[config.mk]
export PLATFORM = sky130hd
export DESIGN_NAME = tsm_index
export DESIGN_NICKNAME = d
export VERILOG_FILES = /design/src/sv/tsm_pkg.sv /design/src/sv/tsm_index.sv
export SDC_FILE = /design/constraint.sdc
export NUM_CORES = 1
export LEC_CHECK = 0
export BUFFER_PORTS_ARGS = -buffer_cell sky130_fd_sc_hd__buf_2
export CAP_MARGIN = 20
export CELL_PAD_IN_SITES_DETAIL_PLACEMENT = 1
export CELL_PAD_IN_SITES_GLOBAL_PLACEMENT = 1
export CORE_UTILIZATION = 14
export CTS_CLUSTER_SIZE = 40
export DETAILED_ROUTE_END_ITERATION = 8
export PLACE_DENSITY_LB_ADDON = 0.1
export SLEW_MARGIN = 30
export SYNTH_ARGS = -nofsm -noshare
export SYNTH_HDL_FRONTEND = slang
export SYNTH_SLANG_ARGS = --single-unit
[constraint.sdc]
create_clock -name i_clk -period 0.8 [get_ports i_clk]
set_clock_uncertainty 0.2 [all_clocks]
set_input_delay 0.04 -clock i_clk [delete_from_list [all_inputs] [get_ports i_clk]]
set_output_delay 0.04 -clock i_clk [all_outputs]
set_load 0.02 [all_outputs]
[src/sv/tsm_pkg.sv]
// Shared types, event codes and state encoding for the two-port timestamp matcher.
package tsm_pkg;

    localparam int HASH_W = 64;
    localparam int TIME_W = 64;

    // For a depth that is not a power of two, the hash is folded byte by byte
    // into a 32-bit value with the same remainder before the final reduction.
    localparam int FOLD_W = 8;
    localparam int FOLD_N = HASH_W / FOLD_W;
    localparam int RED_W  = 32;

    typedef enum logic [1:0] {
        EV_STORED    = 2'd0,
        EV_MATCH     = 2'd1,
        EV_COLLISION = 2'd2
    } t_event;

    typedef struct packed {
        logic              port;
        logic [HASH_W-1:0] packet_hash;
        logic [TIME_W-1:0] timestamp;
    } t_in_word;

    typedef struct packed {
        logic [1:0]        event_res;
        logic [HASH_W-1:0] match_hash;
        logic [TIME_W-1:0] time_first_port;
        logic [TIME_W-1:0] time_second_port;
    } t_out_word;

    typedef struct packed {
        logic [HASH_W-1:0] hash;
        logic [TIME_W-1:0] time_ns;
    } t_slot;

    localparam int SLOT_W = $bits(t_slot);

    typedef enum logic [2:0] {
        S_CLEAR,
        S_IDLE,
        S_REDUCE,
        S_DECIDE
    } t_state;

endpackage

[src/sv/tsm_index.sv]
// Reduces a packet hash to its table slot, the hash modulo the table depth.
module tsm_index #(
    parameter int DEPTH = 4096
) (
    input  logic                       i_clk,
    input  logic                       i_rst_n,
    input  logic                       i_start,
    input  logic [tsm_pkg::HASH_W-1:0] i_hash,
    output logic                       o_done,
    output logic [$clog2(DEPTH)-1:0]   o_idx
);
    import tsm_pkg::*;

    localparam int  IDX_W = $clog2(DEPTH);
    localparam bit  POW2  = (DEPTH & (DEPTH - 1)) == 0;

    logic             r_done;
    logic [IDX_W-1:0] r_idx;

    generate
        if (POW2) begin : g_mask
            // A power-of-two depth keeps only the low hash bits.
            always_ff @(posedge i_clk) begin
                if (!i_rst_n) begin
                    r_done <= 1'b0;
                end else begin
                    r_done <= i_start;
                end
                if (i_start) begin
                    r_idx <= i_hash[IDX_W-1:0];
                end
            end
        end else begin : g_fold
            // Each hash byte is weighted by its power of two modulo DEPTH, which
            // keeps the remainder and brings the value below 2^31. A reciprocal
            // multiply then estimates the quotient at most one too small, so a
            // single compare and subtract finishes the remainder. The sum, the quotient
            // estimate, its product with the depth and the index are registered in turn.
            localparam logic [RED_W-1:0] DEPTH_C = RED_W'(DEPTH);
            localparam logic [RED_W-1:0] RECIP   =
                RED_W'((64'd1 << RED_W) / 64'(DEPTH));

            logic [RED_W-1:0]   w_part [FOLD_N];
            logic [RED_W-1:0]   w_sum;
            logic [2*RED_W-1:0] w_prod;
            logic [RED_W-1:0]   w_rem;
            logic [2:0]         r_v;
            logic [RED_W-1:0]   r_sum;
            logic [RED_W-1:0]   r_x;
            logic [RED_W-1:0]   r_q;
            logic [RED_W-1:0]   r_qd;

            for (genvar g = 0; g < FOLD_N; g++) begin : g_part
                localparam logic [RED_W-1:0] WEIGHT =
                    RED_W'((64'd1 << (FOLD_W * g)) % 64'(DEPTH));
                assign w_part[g] = RED_W'(i_hash[FOLD_W*g +: FOLD_W]) * WEIGHT;
            end

            always_comb begin
                w_sum = '0;
                for (int g = 0; g < FOLD_N; g++) begin
                    w_sum = w_sum + w_part[g];
                end
            end

            assign w_prod = (2*RED_W)'(r_sum) * (2*RED_W)'(RECIP);
            assign w_rem  = r_x - r_qd;

            always_ff @(posedge i_clk) begin
                if (!i_rst_n) begin
                    r_v    <= '0;
                    r_done <= 1'b0;
                end else begin
                    r_v    <= {r_v[1:0], i_start};
                    r_done <= r_v[2];
                end
                if (i_start) begin
                    r_sum <= w_sum;
                end
                if (r_v[0]) begin
                    r_x <= r_sum;
                    r_q <= w_prod[2*RED_W-1:RED_W];
                end
                if (r_v[1]) begin
                    r_qd <= r_q * DEPTH_C;
                end
                if (r_v[2]) begin
                    if (w_rem >= DEPTH_C) begin
                        r_idx <= IDX_W'(w_rem - DEPTH_C);
                    end else begin
                        r_idx <= IDX_W'(w_rem);
                    end
                end
            end
        end
    endgenerate

    assign o_done = r_done;
    assign o_idx  = r_idx;

endmodule

# ---- After elaboration in Yosys (flattened, before gate mapping)
# Cells that the tools add are included.
dict set report word_totals {
  register_bits 13
  wordCells 2
  in_bits 67
  output_inout_bits 13
}

# ---- Depth between registers and ports, before layout
# Gate-level depths: netlist of the first run.
dict set report logic_depth {
  depth_word 0
  mapped_depth 1
  depth_no_buf 1
}

# ---- Worst setup path after synthesis of the first run
# OpenSTA, ideal clock, no wires.
dict set report synth_timing {
  kind {reg-to-output}
  startpoint {reg r_idx[0], in the netlist o_idx[0]}
  endpoint {out o_idx[0]}
  arrival_time_ns 0.449
  required_ns 0.560
  n_path_buf 0
  path_slack_ns 0.111
  stages_incl_launch_ff 1
  path_cell_list {edfxtp_1}
}
# element line
set synth_rtl {}
lappend synth_rtl {{from (decl)} tsm_index.sv:18} ;# logic [IDX_W-1:0] r_idx;
lappend synth_rtl {{from (signal assigned)} tsm_index.sv:30} ;# r_idx <= i_hash[IDX_W-1:0];
lappend synth_rtl {{to (decl)} tsm_index.sv:10} ;# output logic [$clog2(DEPTH)-1:0] o_idx
# No word-level cell between the ends.

# ---- Final worst setup path of the first run
dict set report layout_timing {
  startpoint {reg r_idx[8], in the netlist o_idx[8]}
  endpoint {out o_idx[8]}
}
# No word-level cell between the ends.

==> flow_summary.ini, run 1 <==
[die]
die_y_um = 54.55
start_util_pct = 15.19
die-area_um2 = 2976
fp.dieW_um = 54.55
num_rows = 18
ioPinCount = 80
core_region_area_um2 = 2545

[global_route]
grt_max_degree = 14
antenna_found_initial = 0
grt_pass1_wl_um = 1152
grt_pass1_vias = 291
grt.overflow.total = 0
grt_usage_pct = 6.032

[run_status]
violations = hold timing, setup timing
status = finished, violations left

[job]
cap_violations = 0

[sta]
rsz0062_at_grt = yes
post-route-period-util_pct = 131.6
post-route-min-period_ns = 1.053
maxSlewHeadroom_pct = 81.30
max_freq_mhz = 949.8
hold_viol_final = 25
hold_slack_ns = -0.2605
fin_ws_ns = -0.2529
drv_slew = 0
setup-violations-final = 13
tightest_slew_ns = 0.2805

[cells_and_area]
postLayoutCellArea_um2 = 649.4
mostFrequentLayoutCells = buf_2 (17), edfxtp_1 (12), buf_6 (10), clkbuf_4 (3)
num_antenna_cells = 0
area_delta_synth_final_pct = 67.96
final_common_cell = buf_2
nNetsFinal = 113
drive_gt1_share_pct = 68.89
utilization_pct = 25.52

[detailed_routing]
drt_iter0_markers = 1
drtPass1Iterations = 2
ant_nets = 0
via_count = 248
drc_errors = 0
wl_per_cell_um = 10.75
wl_um = 806
via_per_inst = 3.307

[yosys]
seq_area_frac_synth_pct = 98.38
netlist_instances = 14
synth_nets = 81
synth.distinct_cells = 3
synth-seq-cells = 13
yosys_warnings = 0
avgSynthCellArea_um2 = 27.62
synth.cell_area_um2 = 386.6

[worst_setup_path]
critPathMaxFanout = 1
start_kind = flip-flop
path_buf_inv = 1
cp.required_ns = 0.56
arrival_ns = 0.81
end_kind = output pin
crit_family = flip-flops
path_class = reg2out
cpPeakStageDelay_ns = 0.38
critPathSlowestCell = edfxtp_1
cp_cell_sequence = buf_2

[cts]
clk_pin_slew_ns = 0.08
cts_buffer_depth = 2
ctsHtreeMaxLevel = 1
postCtsSetupRepairBufs = 0
cts_tree = built
clockRootBuffer = clkbuf_4
clock-sinks = 13
cts_buffers = 3

[placed_design]
gp_congestion = 0.6420
placedInstanceArea_um2 = 559.3
port_buffers = 27
pre_cts_ws_ns = -0.05356

[power]
p_per_area_nw_per_um2 = 2189
p_leak_uw = 0.0002711
ir_worst_vdd_mv = 0.8487

[min_path]
min_path_cells = 1
min_path_type = in2reg
hold_end = o_idx[5]$_DFFE_PP_
hold_path_startpoint = i_hash[5]
## flip-flops by register name (all words and copies together) (netlist names)
| register | cells |
|---|---|
| o_done | 1 |
| o_idx | 12 |
## cells in the mapped netlist (all sizes together)
cell / number / area [µm²]
and2: 1 / 6.260
dfxtp: 1 / 20.02
edfxtp: 12 / 360.4
## report_power, final
part / internal (µW) / switching, µW / leakage (µW)
clock: 193 / 205 / 0.0000150
sequential: 800 / 20.0 / 0.000126
combinational: 102 / 102 / 0.000130
total: 1090 / 327 / 0.000271
## final cells by class
class / count / area (µm²)
Sequential cell: 13 / 381.6
Timing Repair Buffer: 27 / 197.7
Tap cell: 30 / 37.54
Fill cell: 276 / 1896
Clock buffer: 4 / 26.28
Multi-Input combinational cell: 1 / 6.256
## timing repair
item,CTS,global route
setup endpoints to repair,13,13
endpoints found under the hold margin,25,25
gates resized for setup,5,16
## logic make-up after synthesis
| logic type | Yosys count | synth area share, % |
|---|---|---|
| DFF | 13 | 98.38 |
| and+or+nand+nor | 1 | 1.619 |
## how the worst max path moves through the flow
stage | startpoint | to | slack, ns | depth (start not counted)
global placement | i_start | o_idx[11]$_DFFE_PP_ | -0.03 | 1
global route | o_idx[8]$_DFFE_PP_ | o_idx[8] | -0.31 | 1
floorplan | o_idx[0]$_DFFE_PP_ | o_idx[0] | 0.11 | 0
CTS | o_idx[8]$_DFFE_PP_ | o_idx[8] | -0.28 | 1
finish | o_idx[8]$_DFFE_PP_ | o_idx[8] | -0.25 | 1
detailed placement | i_start | o_idx[5]$_DFFE_PP_ | -0.05 | 1
## metal layers
layer / share of wire [%] / wire length (µm) / vias up / global-route usage (%)
met3: 13 / 101 / 0 / 3.333
li1: - / - / 117 / -
met5: 0 / 0 / - / 0
met4: 0 / 0 / 0 / 3.846
met2: 54 / 437 / 20 / 10.98
met1: 33 / 267 / 111 / 4.915
## through the flow
stage | power (µW) | setup TNS, ns | hold WS, ns | cells
floorplan | 898.6 | 0 | -0.06113 | 14
detailed placement | 990.3 | -0.6364 | 0.01845 | 71
global route | 1505 | -3.582 | -0.2843 | 75
global placement | 984.5 | -0.2972 | 0.01691 | 71
CTS | 1415 | -3.252 | -0.2773 | 75
finish | 1421 | -2.979 | -0.2605 | 75
(Power assumes the default switching activity.)
==> inputs of run 2 (changes only) <==
--- a/config.mk
+++ b/config.mk
@@ -7,11 +7,12 @@
 export LEC_CHECK = 0
 export BUFFER_PORTS_ARGS = -buffer_cell sky130_fd_sc_hd__buf_2
 export CAP_MARGIN = 20
-export CELL_PAD_IN_SITES_DETAIL_PLACEMENT = 1
-export CELL_PAD_IN_SITES_GLOBAL_PLACEMENT = 1
-export CORE_UTILIZATION = 14
+export CELL_PAD_IN_SITES_DETAIL_PLACEMENT = 2
+export CELL_PAD_IN_SITES_GLOBAL_PLACEMENT = 2
+export CORE_UTILIZATION = 10
 export CTS_CLUSTER_SIZE = 40
 export DETAILED_ROUTE_END_ITERATION = 8
+export HOLD_SLACK_MARGIN = 0.08
 export PLACE_DENSITY_LB_ADDON = 0.1
 export SLEW_MARGIN = 30
 export SYNTH_ARGS = -nofsm -noshare
==> flow_summary.ini, run 2 (synthesis results as in run 1) <==
[run_status]
status = finished, violations left
violations = hold timing, setup timing

[die]
start_util_pct = 10.48
ioPinCount = 80
die_y_um = 64.18
fp.dieW_um = 64.18
core_region_area_um2 = 3689
die-area_um2 = 4119
num_rows = 22

[worst_setup_path]
start_kind = flip-flop
arrival_ns = 0.78
path_class = reg2out
critPathMaxFanout = 1
critPathSlowestCell = edfxtp_1
cpPeakStageDelay_ns = 0.39
cp.required_ns = 0.56
end_kind = output pin
cp_cell_sequence = buf_6
path_buf_inv = 1
crit_family = flip-flops

[detailed_routing]
drc_errors = 0
wl_per_cell_um = 9.179
via_count = 254
wl_um = 872
drtPass1Iterations = 3
drt_iter0_markers = 10
ant_nets = 0
via_per_inst = 2.674

[placed_design]
place_inst = 91
dp.final_hpwl_um = 690.8
port_buffers = 27
pre_cts_ws_ns = -0.002051
gp_congestion = 0.5613

[global_route]
antenna_found_initial = 0
grt_usage_pct = 4.989
grt_pass1_wl_um = 1400
grt.overflow.total = 0
grt_max_degree = 8
grt_pass1_vias = 295

[cells_and_area]
largest_reg_flops = 12
area_delta_synth_final_pct = 82.52
final_common_cell = buf_2
drive_gt1_share_pct = 70.21
instances_no_fill = 95
nNetsFinal = 115
nFillCells = 432
mostFrequentLayoutCells = buf_2 (21), edfxtp_1 (12), buf_6 (6), clkbuf_8 (3), buf_12 (2)
num_antenna_cells = 0

[min_path]
hold_path_startpoint = i_hash[11]
min_path_type = in2reg
hold_end = o_idx[11]$_DFFE_PP_
min_path_cells = 1

[sta]
hold_viol_final = 25
maxSlewHeadroom_pct = 92.77
drv_slew = 0
max_freq_mhz = 985.2
tightest_slew_ns = 0.1092
hold_slack_ns = -0.2271
fin_ws_ns = -0.2150
post-route-period-util_pct = 126.9
rsz0062_at_grt = yes
setup-violations-final = 13
post-route-min-period_ns = 1.015
tns_ns = -2.505

[cts]
ctsHtreeMaxLevel = 1
cts_buffer_depth = 2
clk_pin_slew_ns = 0.06
cts_buffers = 3
cts_tree = built
clockRootBuffer = clkbuf_8
clock-sinks = 13

[power]
p_per_area_nw_per_um2 = 2283
ir_worst_vdd_mv = 0.4987
p_leak_uw = 0.0002892
finalPower_uw = 1611

[job]
cap_violations = 0
==> run 2: layout make-up <==
| type | count | area, µm² | share of cell area [%] |
|---|---|---|---|
| Sequential cell | 13 | 381.6 | 54.08 |
| Timing Repair Buffer | 29 | 212.7 | 30.14 |
| Tap cell | 48 | 60.06 | 8.511 |
| Clock buffer | 4 | 45.04 | 6.383 |
| Multi-Input combinational cell | 1 | 6.256 | 0.8865 |
==> run 2: how the worst max path moves through the flow <==
stage	to	from	slack, ns	depth (start not counted)
floorplan	o_idx[0]	o_idx[0]$_DFFE_PP_	0.11	0
CTS	o_idx[11]	o_idx[11]$_DFFE_PP_	-0.23	1
global placement	o_idx[9]$_DFFE_PP_	i_start	0.005	2
detailed placement	o_idx[9]$_DFFE_PP_	i_start	-0.002	2
global route	o_idx[11]	o_idx[11]$_DFFE_PP_	-0.25	1
finish	o_idx[11]	o_idx[11]$_DFFE_PP_	-0.22	1
==> run 2: per-stage QoR <==
| step | utilization [%] | hold WS [ns] | instance area, µm² |
|---|---|---|---|
| floorplan | - | -0.06113 | 386.6 |
| global placement | 16.86 | 0.01731 | 621.8 |
| detailed placement | 16.86 | 0.01883 | 621.8 |
| CTS | 18.62 | -0.2350 | 686.9 |
| global route | 19.13 | -0.2398 | 705.7 |
| finish | 19.13 | -0.2271 | 705.7 |
==> run 2: power breakdown <==
part	total, µW	internal (µW)	switching [µW]
clock network	586	351	234
registers	818	801	16.4
logic	208	102	105
total	1610	1260	356
==> run 2: metal layers <==
metal | share of wire (%) | GRT usage, % | vias up | routed length (µm)
li1 | - | - | 120 | -
met1 | 41 | 5.206 | 118 | 354
met2 | 50 | 7.181 | 14 | 432
met3 | 8.8 | 2.857 | 2 | 77
met4 | 0.92 | 4.167 | 0 | 8
met5 | 0 | 0 | - | 0
==> run 2: what timing repair did <==
action                     4_1_cts  5_1_grt
resized for setup                7        6
buffers inserted                 0        0
setup endpoints to repair       13       13
hold endpoints to repair        25       25
==> inputs of run 3 (changes only) <==
--- a/config.mk
+++ b/config.mk
@@ -9,7 +9,7 @@
 export CAP_MARGIN = 20
 export CELL_PAD_IN_SITES_DETAIL_PLACEMENT = 2
 export CELL_PAD_IN_SITES_GLOBAL_PLACEMENT = 2
-export CORE_UTILIZATION = 10
+export CORE_UTILIZATION = 11
 export CTS_CLUSTER_SIZE = 40
 export DETAILED_ROUTE_END_ITERATION = 8
 export HOLD_SLACK_MARGIN = 0.08
==> constraint.sdc (replaced) <==
create_clock -name i_clk -period 1.3 [get_ports i_clk]
set_clock_uncertainty 0.2 [all_clocks]
set_input_delay 0.065 -clock i_clk [delete_from_list [all_inputs] [get_ports i_clk]]
set_output_delay 0.065 -clock i_clk [all_outputs]
set_load 0.02 [all_outputs]
==> flow_summary.ini, run 3 (synthesis results as in run 1) <==
[sta]
hold_viol_final = 0
drv_slew = 0
post-route-period-util_pct = 86.93
setup-violations-final = 0
hold_slack_ns = 0.2958
maxSlewHeadroom_pct = 79.36
fin_ws_ns = 0.1699
post-route-min-period_ns = 1.130
rsz0062_at_grt = no
tightest_slew_ns = 0.3096
max_freq_mhz = 884.9
tns_ns = 0

[detailed_routing]
wl_per_cell_um = 9.048
drtPass1Iterations = 2
via_count = 306
wl_um = 950
ant_nets = 0
drc_errors = 0
via_per_inst = 2.914
drt_iter0_markers = 1

[placed_design]
pre_cts_ws_ns = 0.3880
placedInstanceArea_um2 = 579.3
gp_congestion = 0.5326
port_buffers = 27

[power]
finalPower_uw = 879.4
p_leak_uw = 0.0003117
p_per_area_nw_per_um2 = 1177
ir_worst_vdd_mv = 0.3057

[cells_and_area]
final_common_cell = buf_2
nNetsFinal = 127
nFillCells = 400
largest_reg_flops = 12
postLayoutCellArea_um2 = 747.0
mostFrequentLayoutCells = buf_2 (27), dlygate4sd3_1 (14), edfxtp_1 (12), clkbuf_4 (3)
area_delta_synth_final_pct = 93.20
num_antenna_cells = 0
drive_gt1_share_pct = 52.54

[worst_setup_path]
critPathSlowestCell = dlygate4sd3_1
cpPeakStageDelay_ns = 0.51
cp.required_ns = 1.05
arrival_ns = 0.88
path_buf_inv = 2
path_class = in2reg
critPathMaxFanout = 13
end_kind = flip-flop
cp_cell_sequence = dlygate4sd3_1, buf_2
start_kind = input pin
crit_family = buffers and inverters

[global_route]
grt.overflow.total = 0
grt_usage_pct = 5.514
grt_pass1_wl_um = 1386
grt_pass1_vias = 348
grt_max_degree = 14
antenna_found_initial = 0

[min_path]
min_path_type = in2reg

[job]
cap_violations = 0

[cts]
clockRootBuffer = clkbuf_4
cts_tree = built
ctsHtreeMaxLevel = 1
clock-sinks = 13
postCtsSetupRepairBufs = 0
cts_buffers = 3
cts_buffer_depth = 2
clk_pin_slew_ns = 0.09

[die]
start_util_pct = 11.50
fp.dieW_um = 61.29
ioPinCount = 80
die-area_um2 = 3756
num_rows = 21
die_y_um = 61.29
core_region_area_um2 = 3363

[run_status]
status = finished, final reports clean
run 3: worst paths after layout:
kind / cells after the start / slack [ns] / endpoint / start
max: 2 / 0.17 / o_idx[9]$_DFFE_PP_ / i_start
min: 2 / 0.30 / o_idx[11]$_DFFE_PP_ / i_hash[11]
run 3: final cells by class:
type	instances	area (µm²)	share of cell area (%)
multi-input cells	1	6.256	0.8375
flip-flops and latches	13	380.4	50.92
clock inverters	1	5.005	0.6700
repair buffers	41	275.3	36.85
well taps	46	57.56	7.705
clock buffers	3	22.52	3.015
run 3: report_power, final:
group | internal (µW) | switching [µW] | leakage [µW]
clock network | 114 | 136 | 0.0000177
logic | 62.9 | 69.1 | 0.000168
registers | 491 | 6.47 | 0.000126
run 3: what timing repair did:
action / CTS / global route
endpoints found under the hold margin: 25 / 0
setup endpoints to repair: 0 / 0
hold buffers: 14 / 0
gates resized for setup: 0 / 0
run 3: through the flow:
stage	util, %	std cells
5_1_grt	22.21	105
2_1_floorplan	-	14
3_3_place_gp	17.22	87
3_5_place_dp	17.22	87
6_report	22.21	105
4_1_cts	22.21	105
run 3: layer usage:
metal	vias to the layer above	global-route usage [%]	share of wire, %
met5	-	0	0
met4	0	4.870	0.84
met3	2	2.311	8.7
met2	14	9.317	54
met1	146	5.072	37
li1	144	-	-
